## src/design/ptmr_pkg.sv

```systemverilog
`default_nettype none
package ptmr_pkg;

  localparam int DATA_W       = 32;
  localparam int PRESCALE_W   = 8;
  localparam int DIV_SEL_W    = 3;
  localparam int DIV_CNT_W    = 4;
  localparam int CMD_W        = 2;
  localparam int SEL_W        = 2;
  localparam int CFG_IDX_W    = 1;
  localparam int CFG_DATA_W   = PRESCALE_W;
  localparam int COUNT_W_DEF  = 32;

  // Largest divider select that still means something (1/16)
  localparam logic [DIV_SEL_W-1:0] DIV_SEL_MAX = DIV_SEL_W'(4);

  // Bus bit positions
  localparam int BIT_START   = 12;
  localparam int BIT_UPDATE  = 13;
  localparam int BIT_RELOAD  = 15;
  localparam int BIT_IRQ_EN  = 2;
  localparam int BIT_IRQ_PND = 7;

  typedef enum logic [CMD_W-1:0] {
    CMD_READ  = 2'd0,
    CMD_WRITE = 2'd1,
    CMD_TICK  = 2'd2,
    CMD_NONE  = 2'd3
  } command_t;

  typedef enum logic [SEL_W-1:0] {
    SEL_CONTROL = 2'd0,
    SEL_BUFFER  = 2'd1,
    SEL_OBSERVE = 2'd2,
    SEL_IRQ     = 2'd3
  } reg_sel_t;

  typedef enum logic [CFG_IDX_W-1:0] {
    CFG_PRESCALE = 1'b0,
    CFG_DIVIDER  = 1'b1
  } cfg_idx_t;

  typedef struct packed {
    logic start;
    logic update;
    logic reload;
  } control_t;

endpackage
`default_nettype wire

```

## src/design/ptmr_in_if.sv

```systemverilog
`default_nettype none
interface ptmr_in_if
  import ptmr_pkg::*;
  ();
  logic             valid;
  logic             ready;
  logic [CMD_W-1:0] command;
  logic [SEL_W-1:0] reg_select;
  logic [DATA_W-1:0] write_data;

  modport source (output valid, output command, output reg_select, output write_data,
                  input ready);
  modport sink (input valid, input command, input reg_select, input write_data,
                output ready);
endinterface
`default_nettype wire

```

## src/design/ptmr_out_if.sv

```systemverilog
`default_nettype none
interface ptmr_out_if
  import ptmr_pkg::*;
  ();
  logic              valid;
  logic              ready;
  logic [DATA_W-1:0] read_data;
  logic              irq;

  modport source (output valid, output read_data, output irq, input ready);
  modport sink (input valid, input read_data, input irq, output ready);
endinterface
`default_nettype wire

```

## src/design/prescaled_down_count_timer_top.sv

```systemverilog
`default_nettype none
// One down-count timer channel behind a small register file. Each input item
// is a register read, a register write, one input clock tick or a no-op; every
// item returns exactly one result item (read data, zero for anything but a read,
// and the interrupt line after the item). Ticks pass a prescaler that divides by
// prescale_value + 1 and a power-of-two divider (1/1 .. 1/16, selects above four
// act as 1/16); each divided tick counts the channel down while started, or
// reloads it while update is set. Reaching zero (from one or zero) sets the
// write-one-to-clear pending bit and either reloads from the count buffer
// (auto-reload) or stops. Rate: one item per clock while results are taken.
// All timer state is updated in the cycle an item is taken, and the result
// lands in a single output register; input ready is high whenever that register
// is empty or being drained in the same cycle, so a stall on the result side
// holds the input for exactly as long. The configuration port (prescale value,
// divider select) is written with cfg_we and takes effect on the next tick item.
module prescaled_down_count_timer_top
  import ptmr_pkg::*;
#(
  parameter int COUNT_WIDTH = COUNT_W_DEF
) (
  input  wire logic                  clk,
  input  wire logic                  rst,
  input  wire logic                  cfg_we,
  input  wire logic [CFG_IDX_W-1:0]  cfg_index,
  input  wire logic [CFG_DATA_W-1:0] cfg_wdata,
  ptmr_in_if.sink                    in_ch,
  ptmr_out_if.source                 out_ch
);

  // Configuration registers
  logic [PRESCALE_W-1:0] prescale_value;
  logic [DIV_SEL_W-1:0]  divider_select;

  // Timer state
  logic [PRESCALE_W-1:0]  prescale_count, prescale_count_next;
  logic [DIV_CNT_W-1:0]   divide_count, divide_count_next;
  logic [COUNT_WIDTH-1:0] down_counter, down_counter_next;
  logic [COUNT_WIDTH-1:0] reload_buffer, reload_buffer_next;
  control_t               control, control_next;
  logic                   irq_enable, irq_enable_next;
  logic                   irq_pending, irq_pending_next;

  // Result register
  logic              out_valid;
  logic [DATA_W-1:0] out_data, out_data_next;
  logic              out_irq;

  logic     accept;
  command_t cmd;
  reg_sel_t sel;

  // Tick path
  logic [DIV_SEL_W-1:0] div_sel;
  logic [DIV_CNT_W-1:0] div_last;
  logic                 ps_wrap;
  logic                 div_wrap;

  assign in_ch.ready = !out_valid || out_ch.ready;
  assign accept      = in_ch.valid && in_ch.ready;
  assign cmd         = command_t'(in_ch.command);
  assign sel         = reg_sel_t'(in_ch.reg_select);

  always_ff @(posedge clk) begin
    if (rst) begin
      prescale_value <= '0;
      divider_select <= '0;
    end else if (cfg_we) begin
      unique case (cfg_idx_t'(cfg_index))
        CFG_PRESCALE: prescale_value <= cfg_wdata[PRESCALE_W-1:0];
        CFG_DIVIDER:  divider_select <= cfg_wdata[DIV_SEL_W-1:0];
        default:      ;
      endcase
    end
  end

  // Clamp divider select and form the terminal count of the divider
  assign div_sel  = (divider_select > DIV_SEL_MAX) ? DIV_SEL_MAX : divider_select;
  assign div_last = DIV_CNT_W'((1 << div_sel) - 1);
  assign ps_wrap  = prescale_count >= prescale_value;
  assign div_wrap = divide_count >= div_last;

  always_comb begin
    prescale_count_next = prescale_count;
    divide_count_next   = divide_count;
    down_counter_next   = down_counter;
    reload_buffer_next  = reload_buffer;
    control_next        = control;
    irq_enable_next     = irq_enable;
    irq_pending_next    = irq_pending;
    out_data_next       = '0;

    unique case (cmd)
      CMD_READ: begin
        unique case (sel)
          SEL_CONTROL: begin
            out_data_next[BIT_START]  = control.start;
            out_data_next[BIT_UPDATE] = control.update;
            out_data_next[BIT_RELOAD] = control.reload;
          end
          SEL_BUFFER:  out_data_next = DATA_W'(reload_buffer);
          SEL_OBSERVE: out_data_next = DATA_W'(down_counter);
          SEL_IRQ: begin
            out_data_next[BIT_IRQ_EN]  = irq_enable;
            out_data_next[BIT_IRQ_PND] = irq_pending;
          end
          default: ;
        endcase
      end
      CMD_WRITE: begin
        unique case (sel)
          SEL_CONTROL: begin
            control_next.start  = in_ch.write_data[BIT_START];
            control_next.update = in_ch.write_data[BIT_UPDATE];
            control_next.reload = in_ch.write_data[BIT_RELOAD];
            // Manual update loads the counter at once
            if (in_ch.write_data[BIT_UPDATE]) down_counter_next = reload_buffer;
          end
          SEL_BUFFER:  reload_buffer_next = in_ch.write_data[COUNT_WIDTH-1:0];
          SEL_OBSERVE: ;
          SEL_IRQ: begin
            irq_enable_next = in_ch.write_data[BIT_IRQ_EN];
            if (in_ch.write_data[BIT_IRQ_PND]) irq_pending_next = 1'b0;
          end
          default: ;
        endcase
      end
      CMD_TICK: begin
        if (!ps_wrap) begin
          prescale_count_next = prescale_count + PRESCALE_W'(1);
        end else begin
          prescale_count_next = '0;
          if (!div_wrap) begin
            divide_count_next = divide_count + DIV_CNT_W'(1);
          end else begin
            divide_count_next = '0;
            // Divided tick: count, reload or expire
            if (control.start) begin
              if (control.update) begin
                down_counter_next = reload_buffer;
              end else if (down_counter <= COUNT_WIDTH'(1)) begin
                irq_pending_next = 1'b1;
                if (control.reload) begin
                  down_counter_next = reload_buffer;
                end else begin
                  down_counter_next  = '0;
                  control_next.start = 1'b0;
                end
              end else begin
                down_counter_next = down_counter - COUNT_WIDTH'(1);
              end
            end
          end
        end
      end
      CMD_NONE: ;
      default: ;
    endcase
  end

  always_ff @(posedge clk) begin
    if (rst) begin
      prescale_count <= '0;
      divide_count   <= '0;
      down_counter   <= '0;
      reload_buffer  <= '0;
      control        <= '0;
      irq_enable     <= 1'b0;
      irq_pending    <= 1'b0;
    end else if (accept) begin
      prescale_count <= prescale_count_next;
      divide_count   <= divide_count_next;
      down_counter   <= down_counter_next;
      reload_buffer  <= reload_buffer_next;
      control        <= control_next;
      irq_enable     <= irq_enable_next;
      irq_pending    <= irq_pending_next;
    end
  end

  // Result register: load on accept, drop when taken
  always_ff @(posedge clk) begin
    if (rst) begin
      out_valid <= 1'b0;
    end else if (accept) begin
      out_valid <= 1'b1;
    end else if (out_ch.ready) begin
      out_valid <= 1'b0;
    end
  end

  always_ff @(posedge clk) begin
    if (accept) begin
      out_data <= out_data_next;
      out_irq  <= irq_enable_next && irq_pending_next;
    end
  end

  assign out_ch.valid     = out_valid;
  assign out_ch.read_data = out_data;
  assign out_ch.irq       = out_irq;

`ifndef ASSERT_OFF
  // The held interrupt always matches the state it was computed from
  a_irq_matches_state: assert property (@(posedge clk) disable iff (rst)
    out_valid |-> (out_irq == (irq_enable && irq_pending)))
    else $error("result irq disagrees with interrupt state");

  // The counter moves only on an accepted item
  a_counter_quiet: assert property (@(posedge clk) disable iff (rst)
    (!$past(rst) && !$past(accept)) |-> $stable(down_counter))
    else $error("down counter changed without an item");

  // Start drops only on a tick (expiry) or a control write
  a_start_fall: assert property (@(posedge clk) disable iff (rst)
    (!$past(rst) && $fell(control.start)) |->
      $past(accept && (cmd == CMD_TICK || (cmd == CMD_WRITE && sel == SEL_CONTROL))))
    else $error("start cleared without a cause");
`endif

endmodule
`default_nettype wire

```

## src/flat_wrapper.sv

```systemverilog
// flat-port wrapper written by rule: the top's interface ports become plain ports
module prescaled_down_count_timer_top_flat import ptmr_pkg::*;
#(
  parameter int COUNT_WIDTH = COUNT_W_DEF
)
  (clk, rst, cfg_we, cfg_index, cfg_wdata, in_ch_valid, in_ch_command, in_ch_reg_select, in_ch_write_data, in_ch_ready, out_ch_valid, out_ch_read_data, out_ch_irq, out_ch_ready);
  ptmr_in_if in_ch_i ();
  ptmr_out_if out_ch_i ();
  input  wire logic clk;
  input  wire logic rst;
  input  wire logic cfg_we;
  input  wire logic [CFG_IDX_W-1:0] cfg_index;
  input  wire logic [CFG_DATA_W-1:0] cfg_wdata;
  input wire logic [$bits(in_ch_i.valid)-1:0] in_ch_valid;
  input wire logic [$bits(in_ch_i.command)-1:0] in_ch_command;
  input wire logic [$bits(in_ch_i.reg_select)-1:0] in_ch_reg_select;
  input wire logic [$bits(in_ch_i.write_data)-1:0] in_ch_write_data;
  output wire logic [$bits(in_ch_i.ready)-1:0] in_ch_ready;
  output wire logic [$bits(out_ch_i.valid)-1:0] out_ch_valid;
  output wire logic [$bits(out_ch_i.read_data)-1:0] out_ch_read_data;
  output wire logic [$bits(out_ch_i.irq)-1:0] out_ch_irq;
  input wire logic [$bits(out_ch_i.ready)-1:0] out_ch_ready;
  assign in_ch_i.valid = in_ch_valid;
  assign in_ch_i.command = in_ch_command;
  assign in_ch_i.reg_select = in_ch_reg_select;
  assign in_ch_i.write_data = in_ch_write_data;
  assign in_ch_ready = in_ch_i.ready;
  assign out_ch_valid = out_ch_i.valid;
  assign out_ch_read_data = out_ch_i.read_data;
  assign out_ch_irq = out_ch_i.irq;
  assign out_ch_i.ready = out_ch_ready;
  prescaled_down_count_timer_top #(.COUNT_WIDTH(COUNT_WIDTH)) u_core (.clk(clk), .rst(rst), .cfg_we(cfg_we), .cfg_index(cfg_index), .cfg_wdata(cfg_wdata), .in_ch(in_ch_i), .out_ch(out_ch_i));
endmodule
```

## config.mk

```make
export PLATFORM = sky130hd
export DESIGN_NAME = prescaled_down_count_timer_top_flat
export DESIGN_NICKNAME = d
export VERILOG_FILES = /design/src/design/ptmr_pkg.sv /design/src/design/ptmr_in_if.sv /design/src/design/ptmr_out_if.sv /design/src/design/prescaled_down_count_timer_top.sv /design/src/flat_wrapper.sv
export SDC_FILE = /design/constraint.sdc
export NUM_CORES = 1
export LEC_CHECK = 0
export BUFFER_PORTS_ARGS = -buffer_cell sky130_fd_sc_hd__buf_2
export CAP_MARGIN = 20
export CORE_ASPECT_RATIO = 0.8
export CORE_MARGIN = 1
export CORE_UTILIZATION = 58
export CTS_BUF_LIST = sky130_fd_sc_hd__clkbuf_16
export CTS_CLUSTER_DIAMETER = 60
export DETAILED_ROUTE_END_ITERATION = 10
export PLACE_DENSITY = 0.8
export SYNTH_ARGS = -nofsm -noshare
export SYNTH_HDL_FRONTEND = slang
export SYNTH_SLANG_ARGS = --single-unit
```

## constraint.sdc

```tcl
create_clock -name clk -period 4.2 [get_ports clk]
set_clock_uncertainty 0.15 [all_clocks]
set_input_delay 0.42 -clock clk [delete_from_list [all_inputs] [get_ports clk]]
set_output_delay 0.42 -clock clk [all_outputs]
set_load 0.01 [all_outputs]
```

After elaboration in Yosys (flattened, before gate mapping)

Cells that the tools add are included.

Bits in registers: 126
Input port bits: 50
Output and inout bits: 35
Word-level logic and storage cells: 91

$add $sub $neg: 4
Magnitude comparators: 4
Equality and inequality tests: 10
Shift operators: 1
Muxes and demuxes: 41
Bitwise operators: 1
Reduce and logical (&&, ||, !) cells: 16

Operator list:

| operator                                                                | count |
|---|---|
| 32-bit two-way mux                                                      | 8 |
| 32-bit one-hot mux with 2 select lines                                  | 1 |
| 32-bit by 1-bit <= comparator with 1-bit output (second input constant) | 1 |
| 16-bit one-hot mux with 2 select lines                                  | 1 |
| 32-bit by 1-bit subtractor with 32-bit output (second input constant)   | 1 |
| 1-bit two-way mux                                                       | 17 |
| 4-bit one-hot mux with 2 select lines                                   | 2 |
| 1-bit one-hot mux with 3 select lines                                   | 3 |
| 3-bit AND reduction                                                     | 3 |
| 8-bit by 1-bit adder with 8-bit output (second input constant)          | 1 |
| 8-bit greater-or-equal comparator                                       | 1 |
| 8-bit two-way mux                                                       | 1 |
| 7-bit AND reduction                                                     | 1 |
| 2-bit == test (second input constant)                                   | 3 |
| 3-bit two-way mux                                                       | 2 |
| 2-bit by 1-bit != test with 1-bit output (second input constant)        | 3 |
| 1-bit one-hot mux with 2 select lines                                   | 3 |
| 2-bit one-hot mux with 3 select lines                                   | 1 |
| 2-bit AND reduction                                                     | 3 |
| 5-bit AND reduction                                                     | 1 |
| 4-bit by 1-bit adder with 4-bit output (second input constant)          | 1 |
| 2-bit by 1-bit == test with 1-bit output (second input constant)        | 2 |
| 4-bit greater-or-equal comparator                                       | 1 |
| 2-bit zero test                                                         | 2 |
| other kinds (11)                                                        | 14 |

Depth between registers and ports, before layout

Gate-level depths: netlist of the first run.

Depth in word-level cells: 9
Depth in mapped cells: 10
Gate-level depth less buffers: 8

Least setup slack after synthesis of the first run

Ideal clock, no wire load.

Path type: input to register
Start point: input port out_ch_ready
End point: register u_core.down_counter[10]
Library setup time: 136 ps
Arrival: 2843 ps
Slack: 1071 ps
Stages on the path: 8
Buffers on the path: 1
Cells stage by stage: nand2b_1 nand2_1 clkinv_1 nand3_1 o32ai_1 nand2_1 clkbuf_1 o32ai_1

Longest elaborated chain between the ends: 3

Ends and longest elaborated chain:

| element                       | RTL line                              | source |
|---|---|---|
| from (decl)                   | flat_wrapper.sv:22                    | `input wire logic [$bits(out_ch_i.ready)-1:0] out_ch_ready;` |
| 1-bit logical OR              | prescaled_down_count_timer_top.sv:58  | `assign in_ch.ready = !out_valid \|\| out_ch.ready;` |
| 1-bit logical AND             | prescaled_down_count_timer_top.sv:59  | `assign accept = in_ch.valid && in_ch.ready;` |
| via u_core.accept             | prescaled_down_count_timer_top.sv:48  | `logic accept;` |
| 7-bit AND reduction (no line) | -                                     |  |
| to (signal assigned)          | prescaled_down_count_timer_top.sv:172 | `down_counter <= down_counter_next;` |
| to (decl)                     | prescaled_down_count_timer_top.sv:37  | `logic [COUNT_WIDTH-1:0] down_counter, down_counter_next;` |

The timed path passes the listed nets, and every way through them passes these cells.
A chain may end at the register's enable or synchronous reset.

Worst setup path in the final report of the first run

Start point: register u_core.down_counter[11]
End point: register u_core.down_counter[0]

Longest elaborated chain between the ends: 7

Ends and longest elaborated chain:

| element                                         | RTL line                              | source |
|---|---|---|
| 32-bit by 1-bit <= comparator with 1-bit output | prescaled_down_count_timer_top.sv:140 | `end else if (down_counter <= COUNT_WIDTH'(1)) begin` |
| 32-bit two-way mux                              | prescaled_down_count_timer_top.sv:140 |  |
| 32-bit two-way mux                              | prescaled_down_count_timer_top.sv:138 | `if (control.update) begin` |
| 32-bit two-way mux                              | prescaled_down_count_timer_top.sv:137 | `if (control.start) begin` |
| 32-bit two-way mux                              | prescaled_down_count_timer_top.sv:132 | `if (!div_wrap) begin` |
| 32-bit two-way mux                              | prescaled_down_count_timer_top.sv:128 | `if (!ps_wrap) begin` |
| 32-bit one-hot mux with 2 select lines          | prescaled_down_count_timer_top.sv:92  | `unique case (cmd)` |

Every way passes these cells. The select of a mux whose other input is x is not followed.

==> flow_summary.json, run 1 <==
{
  "drt_drc_violations_left": 0,
  "root_buffer": "clkbuf_16",
  "path_max_fanout": 32,
  "cts_hold_buf": 0,
  "fin_crit_sh_pct": 76.4,
  "drt_iter0_markers": 633,
  "hold_violations": 0,
  "grt.overflow.total": 0,
  "syn_area_per_cell_um2": 8.54,
  "yosysSeqAreaShare_pct": 45.5,
  "setup.worst_path.end": "u_core.down_counter[0]$_SDFFE_PP0P_",
  "htreeDepth": 4,
  "ant_nets": 0,
  "grt_pass1_wl_um": 26600,
  "drt_wl_total_um": 16200,
  "worstPathArrival_ns": 3.37,
  "synth.cell_area_um2": 6270,
  "finalNonFillerCells": 961,
  "grt_max_degree": 81,
  "cts_buffers": 17,
  "fin_util_pct": 71.1,
  "cp.required_ns": 4.36,
  "synthArstFlopShare_pct": 0,
  "setup_ws_ns": 0.992,
  "dp_hpwl_um": 10600,
  "critical_path.cell_chain": "or4_4 -> or3_1 -> nor2_1 -> a31o_2 -> a221oi_1 -> a211oi_1",
  "worstMarginPinSlew_ns": 1.07,
  "grt_pass1_vias": 5522,
  "crit_start": "u_core.down_counter[11]$_SDFFE_PP0P_",
  "p_per_area_nw_per_um2": 402,
  "vias": 5781,
  "cts_sinks": 126,
  "layout_common_cells": "nand2_1 (105), nor2_1 (93), dfxtp_1 (93)",
  "hold_class": "in2reg",
  "yosysUniqueCellTypes": 49,
  "slew_violations": 0,
  "max_freq_ghz": 0.312,
  "core-area_um2": 10400,
  "rows": 33,
  "r2r-start": "u_core.down_counter[11]$_SDFFE_PP0P_",
  "leakagePower_nw": 2.94,
  "fillCellCount": 808,
  "dp.cells": 928,
  "gp_congestion": 0.914,
  "slowest_stage": "a31o_2",
  "regToRegSetupSlack_ns": 0.99,
  "drive_above_1_share_pct": 15.8,
  "antenna_cells_inserted": 0,
  "max_stage_delay_ns": 0.70,
  "vdd_drop_max_v": 0.000327,
  "status": "finished clean",
  "ios": 85,
  "ys_ff_latch": 126,
  "max_cap_viol_count": 0,
  "slew_headroom_pct": 28.7,
  "insertion_delay_ns": 0.41,
  "cts_buffer_depth": 2,
  "die_area_um2": 11200,
  "period_needed_ns": 3.21,
  "cp-end-kind": "register",
  "synth_edf_count": 33,
  "path_clk_slew_ns": 0.05,
  "synth_nets": 810,
  "post-cts-setup-buffer-count": 0,
  "die_x_um": 118,
  "grt_usage_pct": 29.8,
  "antenna_found_initial": 0,
  "viasPerCell": 6.02,
  "first_pass_iters": 6,
  "yosysWarnings": 0,
  "rsz0062_at_grt": "false",
  "ys.flop_type": "dfxtp_1",
  "worstSetupPathType": "reg2reg",
  "startpoint_type": "register",
  "nets": 883,
  "p_total_mw": 2.96,
  "start_util_pct": 60.5,
  "cts_tree": "yes",
  "netlist_instances": 735,
  "area_delta_synth_final_pct": 17.5,
  "portBuffers": 84,
  "r2r_cells": 6,
  "dp_slack_ns": 0.975,
  "wl_per_cell_um": 16.9,
  "setup_viol": 0,
  "die_h_um": 95.0,
  "cts_resized": 0,
  "final.setup.tns_ns": 0,
  "mostFrequentLayoutCell": "nand2_1",
  "critical_path.reg2reg.endpoint": "u_core.down_counter[0]$_SDFFE_PP0P_"
}
worst min-delay path by stage:
stage	cells after the start	startpoint	endpoint	slack, ns
floorplan	2	u_core.divider_select[0]$_SDFFE_PP0P_	u_core.divider_select[0]$_SDFFE_PP0P_	0.30
global placement	2	u_core.divider_select[0]$_SDFFE_PP0P_	u_core.divider_select[0]$_SDFFE_PP0P_	0.31
detailed placement	2	u_core.reload_buffer[19]$_SDFFE_PP0P_	u_core.reload_buffer[19]$_SDFFE_PP0P_	0.32
CTS	3	cfg_wdata[4]	u_core.prescale_value[4]$_SDFFE_PP0P_	0.08
global route	3	in_ch_write_data[5]	u_core.reload_buffer[5]$_SDFFE_PP0P_	0.1
finish	3	cfg_wdata[4]	u_core.prescale_value[4]$_SDFFE_PP0P_	0.09
worst max-delay path: cells and delay by family, from the launching register on:
family	cells	cell delay, ns
DFF	1	0.36
AOI/OAI and AO/OA	3	1.22
and+or+nand+nor	3	1.38
power breakdown:
part	switching, mW	internal [mW]
Combinational	0.151	0.0796
Clock	0.505	0.945
Sequential	0.0125	1.27
per-stage QoR:
step | hold slack (ns) | instance area, um^2
5_1_grt | 0.0993 | 7370
6_report | 0.0863 | 7370
4_1_cts | 0.0755 | 7350
2_1_floorplan | 0.296 | 6270
3_3_place_gp | 0.311 | 6770
3_5_place_dp | 0.319 | 6770
cells in the mapped netlist (all sizes together), types with 7 or more instances:
library cell,n,area [um^2]
nand2,105,394
nor2,94,360
dfxtp,93,1860
a21oi,73,365
inv,42,158
clkbuf,36,135
a22oi,34,255
edfxtp,33,991
ha,25,313
nor3,25,125
nand3,21,105
o32ai,21,184
a32oi,14,123
xor2,11,96.3
nor4,10,62.6
buf,9,68.8
o21ai,9,45.0
a211oi,8,60.1
nand2b,7,43.8
nand4,7,43.8
or3,7,43.8
per-layer routing:
layer	GRT usage [%]	routed length, um	vias to the layer above
met2	51.4	7840	232
li1	-	-	2797
met4	10.1	227	0
met5	0	0	-
met1	37.8	7000	2730
met3	5.92	1150	22
registers in the layout, indices dropped and copies added, names as in the netlist, 3 cells and up:
register                 flops
u_core.control               3
u_core.divider_select        3
u_core.reload_buffer        32
u_core.down_counter         32
u_core.prescale_value        8
u_core.prescale_count        8
u_core.out_ch.read_data     32
u_core.divide_count          4
cell families after synthesis:
logic type / Yosys count / synth area share [%]
xor gates and xnor gates: 13 / 1.81
muxes: 5 / 0.798
AOI/OAI and AO/OA: 183 / 20.0
DFF: 126 / 45.5
buffers and inverters: 89 / 5.88
adders and majority gates: 25 / 4.99
and+or+nand+nor: 294 / 21.0
final cells by class:
cell class	instances	area (um^2)	area share [%]
Tap cell	140	175	2.38
Clock buffer	18	450	6.11
Inverter	44	165	2.24
Timing Repair Buffer	99	541	7.34
Sequential cell	126	2850	38.7
Clock inverter	14	133	1.80
Multi-Input combinational cell	520	3050	41.4
Note: power is estimated with default switching activity, not from simulation.
==> run 2, diff against run 1 <==
--- a/config.mk
+++ b/config.mk
@@ -9,11 +9,11 @@
 export CAP_MARGIN = 20
 export CORE_ASPECT_RATIO = 0.8
 export CORE_MARGIN = 1
-export CORE_UTILIZATION = 58
+export CORE_UTILIZATION = 52
 export CTS_BUF_LIST = sky130_fd_sc_hd__clkbuf_16
 export CTS_CLUSTER_DIAMETER = 60
 export DETAILED_ROUTE_END_ITERATION = 10
-export PLACE_DENSITY = 0.8
+export PLACE_DENSITY = 0.76
 export SYNTH_ARGS = -nofsm -noshare
 export SYNTH_HDL_FRONTEND = slang
 export SYNTH_SLANG_ARGS = --single-unit
==> constraint.sdc (replaced) <==
create_clock -name clk -period 2.88 [get_ports clk]
set_clock_uncertainty 0.15 [all_clocks]
set_input_delay 0.288 -clock clk [delete_from_list [all_inputs] [get_ports clk]]
set_output_delay 0.288 -clock clk [all_outputs]
set_load 0.01 [all_outputs]
==> flow_summary.json, run 2 (same netlist as run 1, synthesis figures left out) <==
{
  "min-delay-start": "cfg_wdata[2]",
  "antenna_found_initial": 0,
  "max_cap_viol_count": 0,
  "die_x_um": 125,
  "start_util_pct": 53.9,
  "min_to": "u_core.prescale_value[2]$_SDFFE_PP0P_",
  "viasPerCell": 5.91,
  "core-area_um2": 11600,
  "grt_usage_pct": 28.8,
  "root_buffer": "clkbuf_16",
  "slew_violations": 0,
  "htreeDepth": 4,
  "leakagePower_nw": 3.21,
  "grt_pass1_wl_um": 28500,
  "insertion_delay_ns": 0.42,
  "mostFrequentLayoutCell": "nand2_1",
  "die_area_um2": 12500,
  "die_h_um": 100,
  "hold_violations": 0,
  "cp-end-kind": "register",
  "whs_path_depth": 3,
  "drt_iter0_markers": 642,
  "ios": 85,
  "cp.required_ns": 2.99,
  "worstSetupPathType": "reg2reg",
  "area_delta_synth_final_pct": 27.7,
  "slew_headroom_pct": 40.2,
  "clkPwrFrac_pct": 50.6,
  "nets": 937,
  "rows": 35,
  "grt.overflow.total": 0,
  "dp_slack_ns": 0.103,
  "finalNonFillerCells": 1023,
  "switching_share_pct": 22.3,
  "worstPathArrival_ns": 2.82,
  "power.switching_mw": 1.03,
  "layout_common_cells": "nand2_1 (105), nor2_1 (93), dfxtp_1 (93)",
  "startpoint_type": "register",
  "failed_checks": "DRC",
  "portBuffers": 84,
  "drt_drc_violations_left": 12,
  "p_per_area_nw_per_um2": 576,
  "max_freq_ghz": 0.370,
  "setup_viol": 0,
  "final.setup.tns_ns": 0,
  "grt_pass1_vias": 5920,
  "fillCellCount": 920,
  "ant_nets": 0,
  "fin_crit_sh_pct": 93.9,
  "drive_above_1_share_pct": 18.2,
  "path_max_fanout": 32,
  "critical_path.reg2reg.endpoint": "u_core.down_counter[3]$_SDFFE_PP0P_",
  "period_needed_ns": 2.70,
  "path_clk_slew_ns": 0.05,
  "rsz0062_at_grt": "false",
  "status": "complete, but fails checks",
  "r2r-start": "u_core.divider_select[2]$_SDFFE_PP0P_",
  "dp.cells": 951,
  "dp_hpwl_um": 11200,
  "regToRegSetupSlack_ns": 0.18,
  "setup_ws_ns": 0.176,
  "vias": 6051,
  "cts_buffers": 17,
  "hold_class": "in2reg",
  "first_pass_iters": 8,
  "antenna_cells_inserted": 0,
  "drt_wl_total_um": 17400,
  "cts_sinks": 126,
  "worstMarginPinSlew_ns": 0.897,
  "p_seq_share_pct": 40.6,
  "vdd_drop_max_v": 0.000432,
  "r2r_cells": 8,
  "grt_max_degree": 81,
  "fin_util_pct": 68.8,
  "wl_per_cell_um": 17.0,
  "gp_congestion": 0.873,
  "cts_buffer_depth": 2,
  "share_comb_of_total_power_pct": 8.8,
  "cts_tree": "yes",
  "p_int_mw": 3.59
}
## run 2: changes by cell type in the layout (fill, tap and decap cells not counted), moves of 2 or more
| cell | before | now |
|---|---|---|
| clkinv_1 | 7 | 4 |
| dlygate4sd3_1 | 0 | 38 |
| a221oi_2 | 2 | 5 |
| a221oi_1 | 4 | 1 |
| a211oi_2 | 0 | 2 |
| a211oi_1 | 8 | 6 |
| bufinv_16 | 3 | 5 |
| buf_4 | 14 | 28 |
| buf_12 | 0 | 2 |
| inv_1 | 46 | 43 |
| clkinv_2 | 1 | 4 |
| clkinvlp_4 | 0 | 2 |
## run 2: worst max path at each step
stage                                           end                                  start  slack (ns)  cells after the start
2_1_floorplan  u_core.down_counter[10]$_SDFFE_PP0P_  u_core.divider_select[2]$_SDFFE_PP0P_        0.05                      8
3_3_place_gp   u_core.down_counter[23]$_SDFFE_PP0P_   u_core.down_counter[11]$_SDFFE_PP0P_        0.17                      6
3_5_place_dp   u_core.down_counter[18]$_SDFFE_PP0P_   u_core.down_counter[11]$_SDFFE_PP0P_        0.10                      6
4_1_cts        u_core.down_counter[19]$_SDFFE_PP0P_   u_core.down_counter[11]$_SDFFE_PP0P_        0.07                      6
5_1_grt         u_core.down_counter[0]$_SDFFE_PP0P_  u_core.divider_select[2]$_SDFFE_PP0P_        0.03                      8
6_report        u_core.down_counter[3]$_SDFFE_PP0P_  u_core.divider_select[2]$_SDFFE_PP0P_        0.18                      8
## run 2: worst max-delay path, stage by stage, from the launching register on
cell      delay [ns]
dfxtp_1         0.34
or3_1           0.39
ha_1            0.30
o21ai_1         0.09
a211o_1         0.39
o32a_1          0.40
buf_8           0.20
a221oi_1        0.22
nor3_1          0.07
## run 2: final cells by class
| type | instances | area [um^2] | share of cell area (%) |
|---|---|---|---|
| clock buffer | 18 | 450 | 5.62 |
| clock inverter | 14 | 195 | 2.44 |
| inverter | 44 | 166 | 2.08 |
| multi-input combinational | 520 | 3090 | 38.6 |
| sequential | 126 | 2850 | 35.6 |
| tap | 148 | 185 | 2.31 |
| timing repair buffer | 153 | 1070 | 13.3 |
## run 2: power groups by stage
stage                     logic, mW  clock network [mW]  registers [mW]
after CTS                     0.391                2.36            1.87
after global routing          0.442                2.45            1.87
after floorplan               0.196                   0            1.92
after detailed placement      0.348                   0            1.91
after global placement        0.337                   0            1.91
final                         0.406                2.34            1.87
## run 2: what timing repair did
action                     CTS  global route
resized for setup            0            10
hold endpoints to repair    41             0
hold buffers                38             0
setup endpoints to repair    0            20
buffers inserted             0             1
## run 2: routing by layer
metal / vias to the layer above / global-route usage, % / routed length [um]
met2: 245 / 48.6 / 8240
met4: 0 / 13.8 / 342
met1: 2864 / 36.6 / 7630
met3: 30 / 4.48 / 1160
met5: - / 0 / 0
li1: 2912 / - / -
## run 2: metrics by stage
step / hold WS (ns) / total power, mW / cell area (um^2)
CTS: 0.00129 / 4.62 / 7930
detailed placement: 0.317 / 2.26 / 6910
floorplan: 0.267 / 2.11 / 6270
finish: 0.00251 / 4.61 / 8010
global placement: 0.312 / 2.24 / 6910
global route: 0.0142 / 4.76 / 8010
==> run 3, diff against run 2 <==
--- a/config.mk
+++ b/config.mk
@@ -9,11 +9,11 @@
 export CAP_MARGIN = 20
 export CORE_ASPECT_RATIO = 0.8
 export CORE_MARGIN = 1
-export CORE_UTILIZATION = 52
+export CORE_UTILIZATION = 58
 export CTS_BUF_LIST = sky130_fd_sc_hd__clkbuf_16
 export CTS_CLUSTER_DIAMETER = 60
 export DETAILED_ROUTE_END_ITERATION = 10
-export PLACE_DENSITY = 0.76
+export PLACE_DENSITY = 0.8
 export SYNTH_ARGS = -nofsm -noshare
 export SYNTH_HDL_FRONTEND = slang
 export SYNTH_SLANG_ARGS = --single-unit
==> constraint.sdc (replaced) <==
create_clock -name clk -period 2.5 [get_ports clk]
set_clock_uncertainty 0.15 [all_clocks]
set_input_delay 0.25 -clock clk [delete_from_list [all_inputs] [get_ports clk]]
set_output_delay 0.25 -clock clk [all_outputs]
set_load 0.01 [all_outputs]
==> flow_summary.json, run 3 (same netlist as run 1, synthesis figures left out) <==
{
  "status": "complete, but fails checks",
  "failed_checks": "setup timing",
  "cts_tree": "yes",
  "path_max_fanout": 8,
  "antenna_cells_inserted": 0,
  "drt_drc_violations_left": 0,
  "insertion_delay_ns": 0.42,
  "cp.required_ns": 2.62,
  "die_h_um": 95.0,
  "vdd_drop_max_v": 0.000536,
  "die_x_um": 118,
  "max_freq_ghz": 0.383,
  "dp_hpwl_um": 11400,
  "area_delta_synth_final_pct": 38.9,
  "cts_buffer_depth": 2,
  "cts_sinks": 126,
  "worstPathArrival_ns": 2.73,
  "path_clk_slew_ns": 0.06,
  "vias": 6585,
  "max_cap_viol_count": 0,
  "hold_class": "in2reg",
  "root_buffer": "clkbuf_16",
  "worstSetupPathType": "reg2reg",
  "grt_max_degree": 81,
  "ant_nets": 0,
  "critical_path.reg2reg.endpoint": "u_core.down_counter[5]$_SDFFE_PP0P_",
  "drt_iter0_markers": 743,
  "dp_slack_ns": -0.174,
  "setup_viol": 31,
  "cp-end-kind": "register",
  "grt_pass1_vias": 6444,
  "antenna_found_initial": 0,
  "startpoint_type": "register",
  "nets": 984,
  "fin_crit_sh_pct": 105,
  "r2r_cells": 9,
  "rows": 33,
  "hold_violations": 0,
  "setup_ws_ns": -0.114,
  "viasPerCell": 6.20,
  "finalNonFillerCells": 1062,
  "fin_util_pct": 84.1,
  "setup.worst_path.end": "u_core.down_counter[5]$_SDFFE_PP0P_",
  "crit_start": "u_core.divider_select[0]$_SDFFE_PP0P_",
  "period_needed_ns": 2.61,
  "portBuffers": 84,
  "mostFrequentLayoutCell": "nand2_1",
  "ios": 85,
  "die_area_um2": 11200,
  "dp.cells": 970,
  "gp_congestion": 0.902,
  "drt_wl_total_um": 19800,
  "core-area_um2": 10400,
  "drive_above_1_share_pct": 26.8,
  "layout_common_cells": "nand2_1 (104), nor2_1 (92), dfxtp_1 (90)",
  "slew_violations": 0,
  "rsz0062_at_grt": "true",
  "p_per_area_nw_per_um2": 567,
  "first_pass_iters": 6,
  "worstMarginPinSlew_ns": 0.952,
  "regToRegSetupSlack_ns": -0.11,
  "cts_buffers": 17,
  "slew_headroom_pct": 36.5,
  "fillCellCount": 604,
  "start_util_pct": 60.5,
  "grt_usage_pct": 35.0,
  "wl_per_cell_um": 18.6,
  "leakagePower_nw": 3.48,
  "htreeDepth": 4,
  "r2r-start": "u_core.divider_select[0]$_SDFFE_PP0P_",
  "grt.overflow.total": 0,
  "grt_pass1_wl_um": 30900
}
run 3: changes by cell type in the layout (fill, tap and decap cells not counted), sizes merged, moves of 4 or more:
cell and delta:
bufinv -5, buf +37, nor2 +4, dlygate4sd3 +6, inv +4
run 3: worst min path at each step:
stage	start	end	depth (start not counted)
3_3_place_gp	u_core.reload_buffer[11]$_SDFFE_PP0P_	u_core.reload_buffer[11]$_SDFFE_PP0P_	2
2_1_floorplan	in_ch_valid	u_core.out_ch.valid$_SDFFE_PP0P_	2
6_report	out_ch_ready	u_core.out_ch.valid$_SDFFE_PP0P_	3
5_1_grt	out_ch_ready	u_core.out_ch.valid$_SDFFE_PP0P_	3
3_5_place_dp	u_core.reload_buffer[25]$_SDFFE_PP0P_	u_core.reload_buffer[25]$_SDFFE_PP0P_	2
4_1_cts	out_ch_ready	u_core.out_ch.valid$_SDFFE_PP0P_	3
run 3: area by class of cell:
cell class	count	area (um^2)	share of cell area, %
inverter	44	166	1.91
timing repair buffer	196	1500	17.2
tap	140	175	2.01
clock inverter	13	57.6	0.661
clock buffer	19	475	5.46
multi-input combinational	524	3480	40.0
sequential	126	2860	32.8
run 3: per-layer routing:
layer | track usage (%) | share of wire, %
met5 | 0 | 0
met4 | 17.2 | 4.2
met3 | 7.66 | 8.9
met2 | 60.3 | 47
met1 | 42.1 | 40
run 3: critical path, cell delays in order (launching register included):
cell,delay (ns)
dfxtp_2,0.31
or3_4,0.39
ha_4,0.28
o21ai_4,0.05
a211o_1,0.32
o32a_4,0.43
buf_6,0.13
buf_16,0.14
a211oi_4,0.19
nor3_2,0.06
run 3: timing repair:
| action | 4_1_cts | 5_1_grt |
|---|---|---|
| gates resized for setup | 46 | 40 |
| gates cloned | 5 | 3 |
| hold buffers | 44 | 0 |
| endpoints found under the setup margin | 33 | 33 |
| pin swaps | 15 | 22 |
| hold endpoints to repair | 46 | 0 |
| buffers inserted | 6 | 3 |
run 3: stage by stage:
step | instance area, um^2 | power, mW | hold slack [ns] | setup TNS [ns]
2_1_floorplan | 6290 | 2.44 | 0.229 | -1.99
3_3_place_gp | 7140 | 2.60 | 0.316 | -0.889
3_5_place_dp | 7140 | 2.62 | 0.319 | -2.70
4_1_cts | 8430 | 4.89 | 0.00917 | -2.07
5_1_grt | 8710 | 5.09 | 0.0357 | -3.59
6_report | 8710 | 4.94 | 0.0168 | -2.01
run 3: power by group:
| group | leakage, nW | switching [mW] | internal, mW |
|---|---|---|---|
| Sequential | 1.09 | 0.0190 | 2.14 |
| Clock | 0.281 | 0.877 | 1.35 |
| Combinational | 2.11 | 0.327 | 0.237 |
